## src/hdl/mrsr_pkg.sv

```systemverilog
// package: shared constants, types and codes of the multi-reader slot register
package mrsr_pkg;

  localparam int READERS = 14;
  localparam int NSLOTS  = READERS + 2;
  localparam int SLOT_W  = $clog2(NSLOTS);
  localparam int CNT_W   = $clog2(READERS + 1);
  localparam int RID_W   = 4;
  localparam int DATA_W  = 32;

  localparam logic FUNC_WRITE = 1'b0;
  localparam logic FUNC_READ  = 1'b1;

  typedef logic [SLOT_W-1:0] slot_t;
  typedef logic [CNT_W-1:0]  cnt_t;

  typedef enum logic {
    ST_IDLE,
    ST_EXEC
  } state_t;

  typedef struct packed {
    logic load;
    logic exec;
  } cmd_t;

endpackage

```

## src/hdl/mrsr_find.sv

```systemverilog
// free-slot search: rotated priority find starting at a base slot
module mrsr_find (
  input  logic [mrsr_pkg::NSLOTS-1:0] free_vec,
  input  mrsr_pkg::slot_t             base,
  output logic                        found,
  output mrsr_pkg::slot_t             idx
);

  localparam int N = mrsr_pkg::NSLOTS;
  localparam int W = mrsr_pkg::SLOT_W;

  mrsr_pkg::slot_t pos [N];
  logic [N-1:0]    rot;

  always_comb begin
    logic [W:0] sum;
    sum = '0;
    for (int i = 0; i < N; i++) begin
      sum = {1'b0, base} + (W+1)'(i);
      if (sum >= (W+1)'(N)) begin
        pos[i] = mrsr_pkg::slot_t'(sum - (W+1)'(N));
      end else begin
        pos[i] = mrsr_pkg::slot_t'(sum);
      end
      rot[i] = free_vec[pos[i]];
    end
  end

  always_comb begin
    found = 1'b0;
    idx   = '0;
    for (int i = N - 1; i >= 0; i--) begin
      if (rot[i]) begin
        found = 1'b1;
        idx   = pos[i];
      end
    end
  end

endmodule

```

## src/hdl/mrsr_ctrl.sv

```systemverilog
// controller: accept and execute state machine
module mrsr_ctrl (
  input  logic           clk,
  input  logic           rst,
  input  logic           start,
  output logic           busy,
  output mrsr_pkg::cmd_t cmd
);

  mrsr_pkg::state_t state;
  mrsr_pkg::state_t state_next;

  always_ff @(posedge clk) begin
    if (rst) begin
      state <= mrsr_pkg::ST_IDLE;
    end else begin
      state <= state_next;
    end
  end

  always_comb begin
    case (state)
      mrsr_pkg::ST_IDLE: state_next = start ? mrsr_pkg::ST_EXEC : mrsr_pkg::ST_IDLE;
      mrsr_pkg::ST_EXEC: state_next = mrsr_pkg::ST_IDLE;
      default:           state_next = mrsr_pkg::ST_IDLE;
    endcase
  end

  always_comb begin
    busy     = 1'b0;
    cmd.load = 1'b0;
    cmd.exec = 1'b0;
    case (state)
      mrsr_pkg::ST_IDLE: begin
        cmd.load = start;
      end
      mrsr_pkg::ST_EXEC: begin
        busy     = 1'b1;
        cmd.exec = 1'b1;
      end
      default: begin
        busy = 1'b0;
      end
    endcase
  end

endmodule

```

## src/hdl/mrsr_dpath.sv

```systemverilog
// datapath: slot data, counters, reader table, hint and result registers
module mrsr_dpath (
  input  logic                         clk,
  input  logic                         rst,
  input  mrsr_pkg::cmd_t               cmd,
  input  logic                         func,
  input  logic [mrsr_pkg::RID_W-1:0]   reader_id,
  input  logic [mrsr_pkg::DATA_W-1:0]  write_value,
  output logic [mrsr_pkg::SLOT_W-1:0]  slot_index,
  output logic [mrsr_pkg::DATA_W-1:0]  data_out,
  output logic                         fresh,
  output logic                         done
);

  localparam int N = mrsr_pkg::NSLOTS;
  localparam int R = mrsr_pkg::READERS;

  // latched item
  logic                        func_q;
  logic [mrsr_pkg::RID_W-1:0]  rid_q;
  logic [mrsr_pkg::DATA_W-1:0] val_q;

  // register state
  mrsr_pkg::slot_t             cur;
  mrsr_pkg::cnt_t              cur_cnt;
  mrsr_pkg::cnt_t              start_cnt [N];
  mrsr_pkg::cnt_t              end_cnt   [N];
  mrsr_pkg::slot_t             rslot     [R];
  logic                        hint_valid;
  mrsr_pkg::slot_t             hint;
  logic [mrsr_pkg::DATA_W-1:0] slot_data [N];

  logic [N-1:0]    free_vec;
  mrsr_pkg::slot_t cur_succ;
  mrsr_pkg::slot_t base;
  logic            found;
  mrsr_pkg::slot_t found_idx;
  mrsr_pkg::slot_t wslot;
  logic            rd_ok;
  mrsr_pkg::slot_t prev;
  logic            move;
  mrsr_pkg::cnt_t  end_inc;
  logic            do_wr;
  logic            do_move;

  always_comb begin
    for (int s = 0; s < N; s++) begin
      free_vec[s] = (start_cnt[s] == end_cnt[s]) && (mrsr_pkg::slot_t'(s) != cur);
    end
  end

  assign cur_succ = (cur == mrsr_pkg::slot_t'(N - 1)) ? '0 : cur + 1'b1;
  assign base     = hint_valid ? hint : cur_succ;

  mrsr_find u_find (
    .free_vec (free_vec),
    .base     (base),
    .found    (found),
    .idx      (found_idx)
  );

  assign wslot   = found ? found_idx : cur_succ;
  assign rd_ok   = rid_q < mrsr_pkg::RID_W'(R);
  assign prev    = rd_ok ? rslot[rid_q] : '0;
  assign move    = rd_ok && (prev != cur);
  assign end_inc = end_cnt[prev] + 1'b1;
  assign do_wr   = cmd.exec && (func_q == mrsr_pkg::FUNC_WRITE);
  assign do_move = cmd.exec && (func_q == mrsr_pkg::FUNC_READ) && move;

  always_ff @(posedge clk) begin
    if (cmd.load) begin
      func_q <= func;
      rid_q  <= reader_id;
      val_q  <= write_value;
    end
  end

  always_ff @(posedge clk) begin
    if (rst) begin
      cur        <= '0;
      cur_cnt    <= mrsr_pkg::cnt_t'(R);
      hint_valid <= 1'b0;
      hint       <= '0;
      for (int s = 0; s < N; s++) begin
        start_cnt[s] <= '0;
        end_cnt[s]   <= '0;
      end
      for (int r = 0; r < R; r++) begin
        rslot[r] <= '0;
      end
    end else if (do_wr) begin
      start_cnt[wslot] <= '0;
      end_cnt[wslot]   <= '0;
      start_cnt[cur]   <= cur_cnt;
      cur              <= wslot;
      cur_cnt          <= '0;
      hint_valid       <= 1'b0;
      hint             <= '0;
    end else if (do_move) begin
      end_cnt[prev] <= end_inc;
      if (end_inc == start_cnt[prev]) begin
        hint_valid <= 1'b1;
        hint       <= prev;
      end
      cur_cnt      <= cur_cnt + 1'b1;
      rslot[rid_q] <= cur;
    end
  end

  // slot 0 holds zero until first written
  always_ff @(posedge clk) begin
    if (rst) begin
      slot_data[0] <= '0;
    end else if (do_wr) begin
      slot_data[wslot] <= val_q;
    end
  end

  always_ff @(posedge clk) begin
    if (cmd.exec) begin
      if (func_q == mrsr_pkg::FUNC_WRITE) begin
        slot_index <= wslot;
        data_out   <= val_q;
        fresh      <= 1'b0;
      end else begin
        slot_index <= cur;
        data_out   <= slot_data[cur];
        fresh      <= move;
      end
    end
  end

  always_ff @(posedge clk) begin
    if (rst) begin
      done <= 1'b0;
    end else begin
      done <= cmd.exec;
    end
  end

endmodule

```

## src/hdl/multi_reader_slot_register.sv

```systemverilog
// top level: wait-free single-writer multi-reader slot register
// an item is accepted when start is high and busy is low; busy is then high for one cycle
// while the free-slot search and the state update run; the result shows with done in the
// cycle after that, and a new item can be accepted while that result shows
// reset clears the controller, makes slot 0 current with zero data and counts all readers on it
module multi_reader_slot_register (
  input  logic                         clk,
  input  logic                         rst,
  input  logic                         start,
  output logic                         busy,
  input  logic                         func,
  input  logic [mrsr_pkg::RID_W-1:0]   reader_id,
  input  logic [mrsr_pkg::DATA_W-1:0]  write_value,
  output logic [mrsr_pkg::SLOT_W-1:0]  slot_index,
  output logic [mrsr_pkg::DATA_W-1:0]  data_out,
  output logic                         fresh,
  output logic                         done
);

  mrsr_pkg::cmd_t cmd;

  mrsr_ctrl u_ctrl (
    .clk   (clk),
    .rst   (rst),
    .start (start),
    .busy  (busy),
    .cmd   (cmd)
  );

  mrsr_dpath u_dpath (
    .clk         (clk),
    .rst         (rst),
    .cmd         (cmd),
    .func        (func),
    .reader_id   (reader_id),
    .write_value (write_value),
    .slot_index  (slot_index),
    .data_out    (data_out),
    .fresh       (fresh),
    .done        (done)
  );

endmodule

```

## config.mk

```make
export PLATFORM = sky130hd
export DESIGN_NAME = multi_reader_slot_register
export DESIGN_NICKNAME = d
export VERILOG_FILES = /design/src/hdl/mrsr_pkg.sv /design/src/hdl/mrsr_find.sv /design/src/hdl/mrsr_ctrl.sv /design/src/hdl/mrsr_dpath.sv /design/src/hdl/multi_reader_slot_register.sv
export SDC_FILE = /design/constraint.sdc
export NUM_CORES = 1
export LEC_CHECK = 0
export ABC_CLOCK_PERIOD_IN_PS = 8200
export BUFFER_PORTS_ARGS = -buffer_cell sky130_fd_sc_hd__clkbuf_2
export CAP_MARGIN = 5
export CORE_MARGIN = 4
export CORE_UTILIZATION = 40
export CTS_CLUSTER_SIZE = 14
export DETAILED_ROUTE_END_ITERATION = 8
export PLACE_DENSITY = 0.63
export REMOVE_ABC_BUFFERS = 1
export SYNTH_ARGS = -nofsm -noshare
export SYNTH_HDL_FRONTEND = slang
export SYNTH_SLANG_ARGS = --single-unit
```

## constraint.sdc

```tcl
create_clock -name clk -period 8.2 [get_ports clk]
set_input_delay 1.64 -clock clk [delete_from_list [all_inputs] [get_ports clk]]
set_output_delay 1.64 -clock clk [all_outputs]
set_load 0.02 [all_outputs]
```

**Word-level counts from Yosys, hierarchy flattened**

Memory sizes are Yosys's and may differ from the RTL's. A register that Yosys moved wholly into a read port is not among the register bits.
Index checks and enable logic that the tools add are counted.
W data, S select, Z words.

- Add/sub/neg operators: 34
- Magnitude comparators: 33
- Equal/unequal tests: 34
- Multiplexer cells: 122
- Bitwise logic cells: 2
- Reduce and logical (&&, ||, !) cells: 30

Operator list:

| kind | count |
|---|---|
| $mux W4 | 53 |
| $lt A4 B5 Y1 const B | 16 |
| $ge A5 B5 Y1 const B | 15 |
| $eq A4 B4 Y1 | 17 |
| $bmux W1 S4 | 16 |
| $mux W32 | 2 |
| $sub A4 B1 Y4 const B | 16 |
| $mux W1 | 50 |
| $add A4 B4 Y5 const B | 8 |
| $ne A4 B4 Y1 const A | 8 |
| $reduce_or A32 Y1 | 1 |
| $add A4 B3 Y5 const B | 4 |
| $logic_and A1 B1 Y1 | 20 |
| $reduce_or A4 Y1 | 5 |
| $ne A3 B4 Y1 const A | 4 |
| $add A4 B1 Y4 const B | 3 |
| $add A4 B2 Y5 const B | 2 |
| $ne A2 B4 Y1 const A | 2 |
| $add A4 B1 Y5 const B | 1 |
| $ge A4 B5 Y1 const B | 1 |
| $eq A4 B4 Y1 const B | 1 |
| $lt A4 B4 Y1 const B | 1 |
| $ne A1 B4 Y1 const A | 1 |
| $ne A4 B4 Y1 | 1 |
| 6 further kinds | 7 |

- Flip-flop bits (word level): 89
- Bits in writable memories: 696
- Bits of input ports: 40
- Output and inout bits: 39
- Word-level logic and storage cells: 272
- Memories: 4

Memories:

| memory | depth | width | read ports | clocked after Yosys merged registers in | write ports | RTL line | source |
|---|---|---|---|---|---|---|---|
| u_dpath.slot_data | 16 | 32 | 1 | 1 | 1 | mrsr_dpath.sv:31 | `logic [mrsr_pkg::DATA_W-1:0] slot_data [N];` |
| u_dpath.end_cnt | 16 | 4 | 17 | 0 | 16 | mrsr_dpath.sv:27 | `mrsr_pkg::cnt_t end_cnt [N];` |
| u_dpath.start_cnt | 16 | 4 | 17 | 0 | 16 | mrsr_dpath.sv:26 | `mrsr_pkg::cnt_t start_cnt [N];` |
| u_dpath.rslot | 14 | 4 | 1 | 1 | 14 | mrsr_dpath.sv:28 | `mrsr_pkg::slot_t rslot [R];` |

**Logic depth before layout (Yosys ltp)**

- Depth in word-level cells: 27
- Gate-level depth with buffers: 23
- Gate-level depth less buffers: 18

**Cells and area by module**

From an unflattened synthesis, not the netlist that was laid out.

- Cell total of the unflattened synthesis: 2181
- Area total of the unflattened synthesis: 35769.3 µm²

By module, submodules not included:

| module | times used | cells an instance | area an instance (µm²) | sequential area each (µm²) |
|---|---|---|---|---|
| mrsr_dpath | 1 | 1941 | 33641.0 | 23802.8 |
| mrsr_find | 1 | 235 | 2074.5 | 0.0 |
| mrsr_ctrl | 1 | 5 | 53.8 | 20.0 |

**Worst setup path before layout**

Ideal clock, no wire load.

- Path type: flip-flop to flip-flop
- Start: register u_dpath.cur[0]
- End: memory u_dpath.slot_data[0][0] (netlist bit), enable pin
- Arrival time: 6958 ps
- Path slack: 817 ps
- Cell stages (with the launch flop): 22
- Period minus slack after synthesis: 7383 ps
- Cell sequence: dfxtp_1 -> clkinv_1 -> clkbuf_1 -> ha_1 -> mux2i_1 -> inv_2 -> buf_1 -> clkbuf_1 -> ha_1 -> o21ai_0 -> and3_4 -> nor2_4 -> mux2_2 -> a222oi_1 -> o211ai_1 -> a311oi_1 -> o31ai_1 -> o21ai_1 -> nand2_2 -> or3_1 -> buf_6 -> o21ai_1

- Longest elaborated chain between the ends: 26

RTL lines:

| element | RTL line | source |
|---|---|---|
| from (decl) | mrsr_dpath.sv:24 | `mrsr_pkg::slot_t cur;` |
| from (signal assigned) | mrsr_dpath.sv:95 | `cur <= wslot;` |
| $add A4 B1 Y4 or $eq A4 B4 Y1 (tied branches) | mrsr_dpath.sv:52 | `assign cur_succ = (cur == mrsr_pkg::slot_t'(N - 1)) ? '0 : cur + 1'b1;` |
| $mux W4 | mrsr_dpath.sv:52 |  |
| $mux W4 | mrsr_dpath.sv:53 | `assign base = hint_valid ? hint : cur_succ;` |
| $add A4 B4 Y5 | mrsr_find.sv:19 | `sum = {1'b0, base} + (W+1)'(i);` |
| $sub A4 B1 Y4 or $ge A5 B5 Y1 (tied branches) | mrsr_find.sv:21, mrsr_find.sv:20 |  |
| $mux W4 | mrsr_find.sv:20 | `if (sum >= (W+1)'(N)) begin` |
| $bmux W1 S4 | mrsr_find.sv:25 | `rot[i] = free_vec[pos[i]];` |
| $mux W1 (implied by the code) | mrsr_find.sv:25 |  |
| $mux W4 or $mux W1 (tied branches) (16 in a row) | mrsr_find.sv:33 | `if (rot[i]) begin` |
| $mux W4 * | mrsr_dpath.sv:62 | `assign wslot = found ? found_idx : cur_succ;` |
| $mux W4 (no source line) * | - |  |
| to (decl) | mrsr_dpath.sv:31 |  |

Mark *: on every way between the ends. The rest lies on a longest branch, timed or not. The select of a mux whose other input is x is not followed.

**Final worst setup path**

- Start: register u_dpath.cur[1]
- End: memory u_dpath.slot_data[10][30] (netlist bit), enable pin

Same word-level chain as after synthesis.

==> tab_implementation.tex <==
\begin{tabular}{lr}
\hline
Metric & Value \\
\hline
\multicolumn{2}{l}{\textbf{Floorplan}} \\
Die area & 97200 µm² \\
Die Height & 312 µm \\
Std cell rows & 111 \\
Core Region & 91700 µm² \\
Width of the chip & 312 µm \\
Number of I/O pins & 79 \\
Starting density of the core & 40.3\% \\
\multicolumn{2}{l}{\textbf{Critical path}} \\
Worst setup path class & reg -> reg \\
Slowest stage cell on the critical path & sky130\_fd\_sc\_hd\_\_o21ai\_0 \\
Required arrival time at the worst endpoint & 8470 ps \\
Stages on worst setup path & 18 \\
Buffers plus inverters on the worst setup path & 4 \\
CP cell instances & clkinv\_1 -> ha\_1 -> mux2i\_1 -> inv\_2 -> ha\_1 -> inv\_1 -> o211ai\_1 -> nand2\_1 -> nor3\_1 -> o21ai\_0 -> nand3\_1 -> a311o\_1 -> a311o\_1 -> a21oi\_1 -> a21o\_4 -> nand2\_1 -> nor2\_4 -> buf\_4 \\
Kind of cell adding the most delay to the critical path & compound AO/OA/AOI/OAI gates \\
Source of the worst register-to-register timing path & u\_dpath.cur[1] \\
Crit path launch type & flop \\
Depth of the worst register-to-register path & 18 \\
Crit. End Element & flop \\
Delay of the slowest cell on the worst path & 870 ps \\
CP arrival & 7810 ps \\
Register-to-register path setup slack & 650 ps \\
Origin of the worst setup path & u\_dpath.cur[1] \\
R2r endpoint & u\_dpath.slot\_data[10][30] \\
Capture point of the critical path & u\_dpath.slot\_data[10][30] \\
Worst-path maximum fanout & 32 \\
\multicolumn{2}{l}{\textbf{Final layout}} \\
Final net count & 2540 \\
Non-Filler Instances & 3735 \\
Ratio of cells with drive above 1 in the final layout & 22.9\% \\
Commonest cells after routing, fill and taps aside & sky130\_fd\_sc\_hd\_\_edfxtp\_1 (778), sky130\_fd\_sc\_hd\_\_mux4\_2 (193), sky130\_fd\_sc\_hd\_\_nor2\_1 (155), sky130\_fd\_sc\_hd\_\_nand2\_1 (129), sky130\_fd\_sc\_hd\_\_and2\_1 (99) \\
Storage cell area & 23800 µm² \\
Fillers & 7968 \\
Most common library cell in the layout ignoring fill and taps & sky130\_fd\_sc\_hd\_\_edfxtp\_1 \\
ANT cells & 0 \\
Total area of multi-input combinational cells & 12600 µm² \\
Final core utilization & 45.2\% \\
Syn-to-layout area delta & 12.1\% \\
\multicolumn{2}{l}{\textbf{Timing}} \\
Tightest hold margin & 516 ps \\
Slew at the pin with the worst max-slew slack & 1180 ps \\
Max Slew Vio Count & 0 \\
Minimum setup slack in the final design & 652 ps \\
Hold violation total from the final report & 0 \\
Final period util & 92.1\% \\
Final critical delay including setup and external delays & 7550 ps \\
Largest clock skew in the final design & 34.4 ps \\
Fmax & 132 MHz \\
Final setup vio count & 0 \\
Rel. slew slack & 21.3\% \\
Setup repair after global routing missed its margin & no \\
\multicolumn{2}{l}{\textbf{Routing}} \\
Total met3 wirelength after detailed routing & 8080 µm \\
Total detailed-routing wirelength & 105000 µm \\
Met2 wire length & 48400 µm \\
Initial DRC Count & 2870 \\
Average via count per standard cell & 6.16 \\
Top layer used by detailed routing & met4 \\
Post-Route M1 WL & 44100 µm \\
Drc violations & 0 \\
Number of iterations in the first detailed-routing pass & 6 \\
Vias & 23.0k \\
Number of routed nets with antenna violations & 0 \\
Routed WL per cell & 28.0 µm \\
\multicolumn{2}{l}{\textbf{Global routing}} \\
Congestion Overflow GR & 0 \\
First-pass GRT wire length & 154000 µm \\
Via count of the first global-routing pass & 22.9k \\
Number of antenna violations at the first check in global routing & 3 \\
Largest net degree at the start of global routing & 69 \\
All-Layer GR Usage & 21.1\% \\
\multicolumn{2}{l}{\textbf{Placement}} \\
Detailed-placement wirelength estimate & 69300 µm \\
Worst setup slack after placement & 1010 ps \\
PortBufs & 78 \\
Number of placed instances, taps included & 3595 \\
RePlAce Congestion & 0.944 \\
\multicolumn{2}{l}{\textbf{Logic synthesis}} \\
Gate count of the mapped netlist & 2395 \\
Cell area after synthesis & 36900 µm² \\
Post-synthesis share of cell area spent on full adders, half adders and majority gates & 0.339\% \\
Number of flops mapped to enable cells by yosys & 778 \\
Largest family of logic cells by synthesized area & multiplexers \\
Average instance area after synthesis & 15.4 µm² \\
Multiplexer share of the synthesized area & 15.0\% \\
Dominant synthesized flop cell & sky130\_fd\_sc\_hd\_\_edfxtp\_1 \\
Proportion of synthesized chip area in sequential cells & 64.5\% \\
Seq cells post-synth & 801 \\
Fraction of registers with async set or reset after synthesis & 0\% \\
Simple-Gate Fraction of Synth Area & 9.33\% \\
Yosys synthesis warning count & 0 \\
Share of the synthesized area in compound gates (AO/OA/AOI/OAI) & 6.70\% \\
Count of unique library cells instantiated by Yosys & 97 \\
Xor and xnor area share after synthesis & 2.17\% \\
\multicolumn{2}{l}{\textbf{Hold path}} \\
Hold WC Path Type & reg -> reg \\
\multicolumn{2}{l}{\textbf{Clock network}} \\
PostCTS Resize Cnt & 0 \\
Number of CTS-inserted buffers & 79 \\
Post-cts hold buffer count & 0 \\
CTS sink cnt & 801 \\
Setup fix buffers added after clock tree synthesis & 0 \\
Root buffer cell & sky130\_fd\_sc\_hd\_\_clkbuf\_16 \\
Later-pin clock latency in the skew report & 660 ps \\
Deepest level of the CTS H-tree & 3 \\
CTS tree & built \\
Largest buffer count on any clock path & 3 \\
Clock-pin slew on the worst setup and hold paths & 60 ps \\
\multicolumn{2}{l}{\textbf{Power and ir drop}} \\
Pwr Density & 385 nW/µm² \\
Maximum resistive drop on vdd & 0.458 mV \\
Reported leakage power & 13.8 nW \\
\multicolumn{2}{l}{\textbf{Run}} \\
Maximum capacitance violations & 0 \\
\multicolumn{2}{l}{\textbf{Outcome}} \\
Result of the run & completed \\
\hline
\end{tabular}
[how the worst min path moves through the flow]
stage / startpoint / endpoint / cells past startpoint
floorplan: u_dpath.hint[3] / u_dpath.hint[3] / 2
global placement: u_dpath.hint[3] / u_dpath.hint[3] / 2
detailed placement: u_dpath.hint[0] / u_dpath.hint[0] / 2
CTS: u_dpath.hint[0] / u_dpath.hint[0] / 2
global route: u_dpath.hint[0] / u_dpath.hint[0] / 2
finish: u_dpath.hint[0] / u_dpath.hint[0] / 2
[worst register-to-register path: cells and delay by family, from the launching register on]
family	cells	cell delay, ps
compound gates	6	2750
buf+inv	4	1260
simple gates	5	1550
mux	1	270
flops	1	480
fa+ha+maj	2	800
[cells in the mapped netlist, types with 8 or more instances]
cell	number	share of area, %
sky130_fd_sc_hd__a211o_1	9	0.21
sky130_fd_sc_hd__a211oi_1	36	0.73
sky130_fd_sc_hd__a21o_1	15	0.30
sky130_fd_sc_hd__a21oi_1	50	0.68
sky130_fd_sc_hd__a311oi_1	12	0.28
sky130_fd_sc_hd__a31oi_1	18	0.30
sky130_fd_sc_hd__and2_1	99	1.7
sky130_fd_sc_hd__and3_1	58	0.98
sky130_fd_sc_hd__buf_1	16	0.16
sky130_fd_sc_hd__buf_2	24	0.33
sky130_fd_sc_hd__clkbuf_1	94	0.96
sky130_fd_sc_hd__dfxtp_1	23	1.2
sky130_fd_sc_hd__edfxtp_1	778	63
sky130_fd_sc_hd__ha_1	10	0.34
sky130_fd_sc_hd__inv_1	15	0.15
sky130_fd_sc_hd__mux2_2	47	1.4
sky130_fd_sc_hd__mux2i_1	67	1.8
sky130_fd_sc_hd__mux4_2	193	12
sky130_fd_sc_hd__nand2_1	130	1.3
sky130_fd_sc_hd__nand2b_1	11	0.19
sky130_fd_sc_hd__nand3_1	49	0.66
sky130_fd_sc_hd__nand3b_1	8	0.16
sky130_fd_sc_hd__nand4_1	14	0.24
sky130_fd_sc_hd__nor2_1	169	1.7
sky130_fd_sc_hd__nor3_1	42	0.57
sky130_fd_sc_hd__nor4_1	21	0.36
sky130_fd_sc_hd__o2111ai_1	10	0.24
sky130_fd_sc_hd__o211ai_1	9	0.18
sky130_fd_sc_hd__o21ai_0	44	0.60
sky130_fd_sc_hd__o21ai_1	20	0.27
sky130_fd_sc_hd__o221ai_1	9	0.21
sky130_fd_sc_hd__o22ai_1	23	0.39
sky130_fd_sc_hd__o31ai_1	9	0.18
sky130_fd_sc_hd__or2_2	29	0.49
sky130_fd_sc_hd__or3_1	10	0.17
sky130_fd_sc_hd__xnor2_1	68	1.6
sky130_fd_sc_hd__xor2_1	19	0.45
[power breakdown]
part           switching [mW]  leakage [nW]  total [mW]  internal (mW)
Combinational            4.77          4.93        7.19           2.41
Clock                    1.56          1.20        3.46           1.90
Sequential              0.319          7.71        5.31           4.99
Total                    6.65          13.8        16.0           9.30
[metrics by stage]
stage / power, mW / TNS (ps) / instance area (µm²)
after detailed placement: 12.4 / 0 / 38900
after global placement: 12.4 / 0 / 38900
after CTS: 15.9 / 0 / 41400
final: 16.0 / 0 / 41400
after floorplan: 9.69 / -3230 / 36300
after global routing: 16.6 / 0 / 41400
[logic make-up (layout without fill, tap and decap cells)]
logic type | after synthesis | in the layout
compound gates | 346 | 346
xor+xnor | 89 | 89
other cells | 1 | 8
fa+ha+maj | 10 | 10
buf+inv | 166 | 313
flops | 801 | 801
mux | 307 | 307
simple gates | 675 | 675
[flip-flops by register name (all words and copies together) (netlist names), named ones only]
register,cells
u_dpath.func_q,1
u_dpath.val_q,32
u_dpath.cur,4
u_dpath.end_cnt,64
u_dpath.hint_valid,1
u_ctrl.state,1
u_dpath.slot_data,512
u_dpath.cur_cnt,4
u_dpath.done,1
u_dpath.slot_index,4
u_dpath.rid_q,4
u_dpath.hint,4
u_dpath.data_out,32
u_dpath.fresh,1
u_dpath.rslot,64
u_dpath.start_cnt,64
[routing by layer]
metal	global-route usage, %	vias to the layer above
li1	-	9714
met1	30.2	11860
met2	33.0	1192
met3	3.22	227
met4	7.59	0
met5	0	-
[layout make-up]
class                           count  share of cell area, %
Sequential cell                   801                   57.6
Multi-Input combinational cell   1435                   30.4
Timing Repair Buffer              151                   2.33
Clock buffer                      106                   5.19
Inverter                           22                  0.203
Tap cell                         1186                   3.59
Clock inverter                     34                  0.738
No activity file was read; power rests on OpenSTA's default activity.
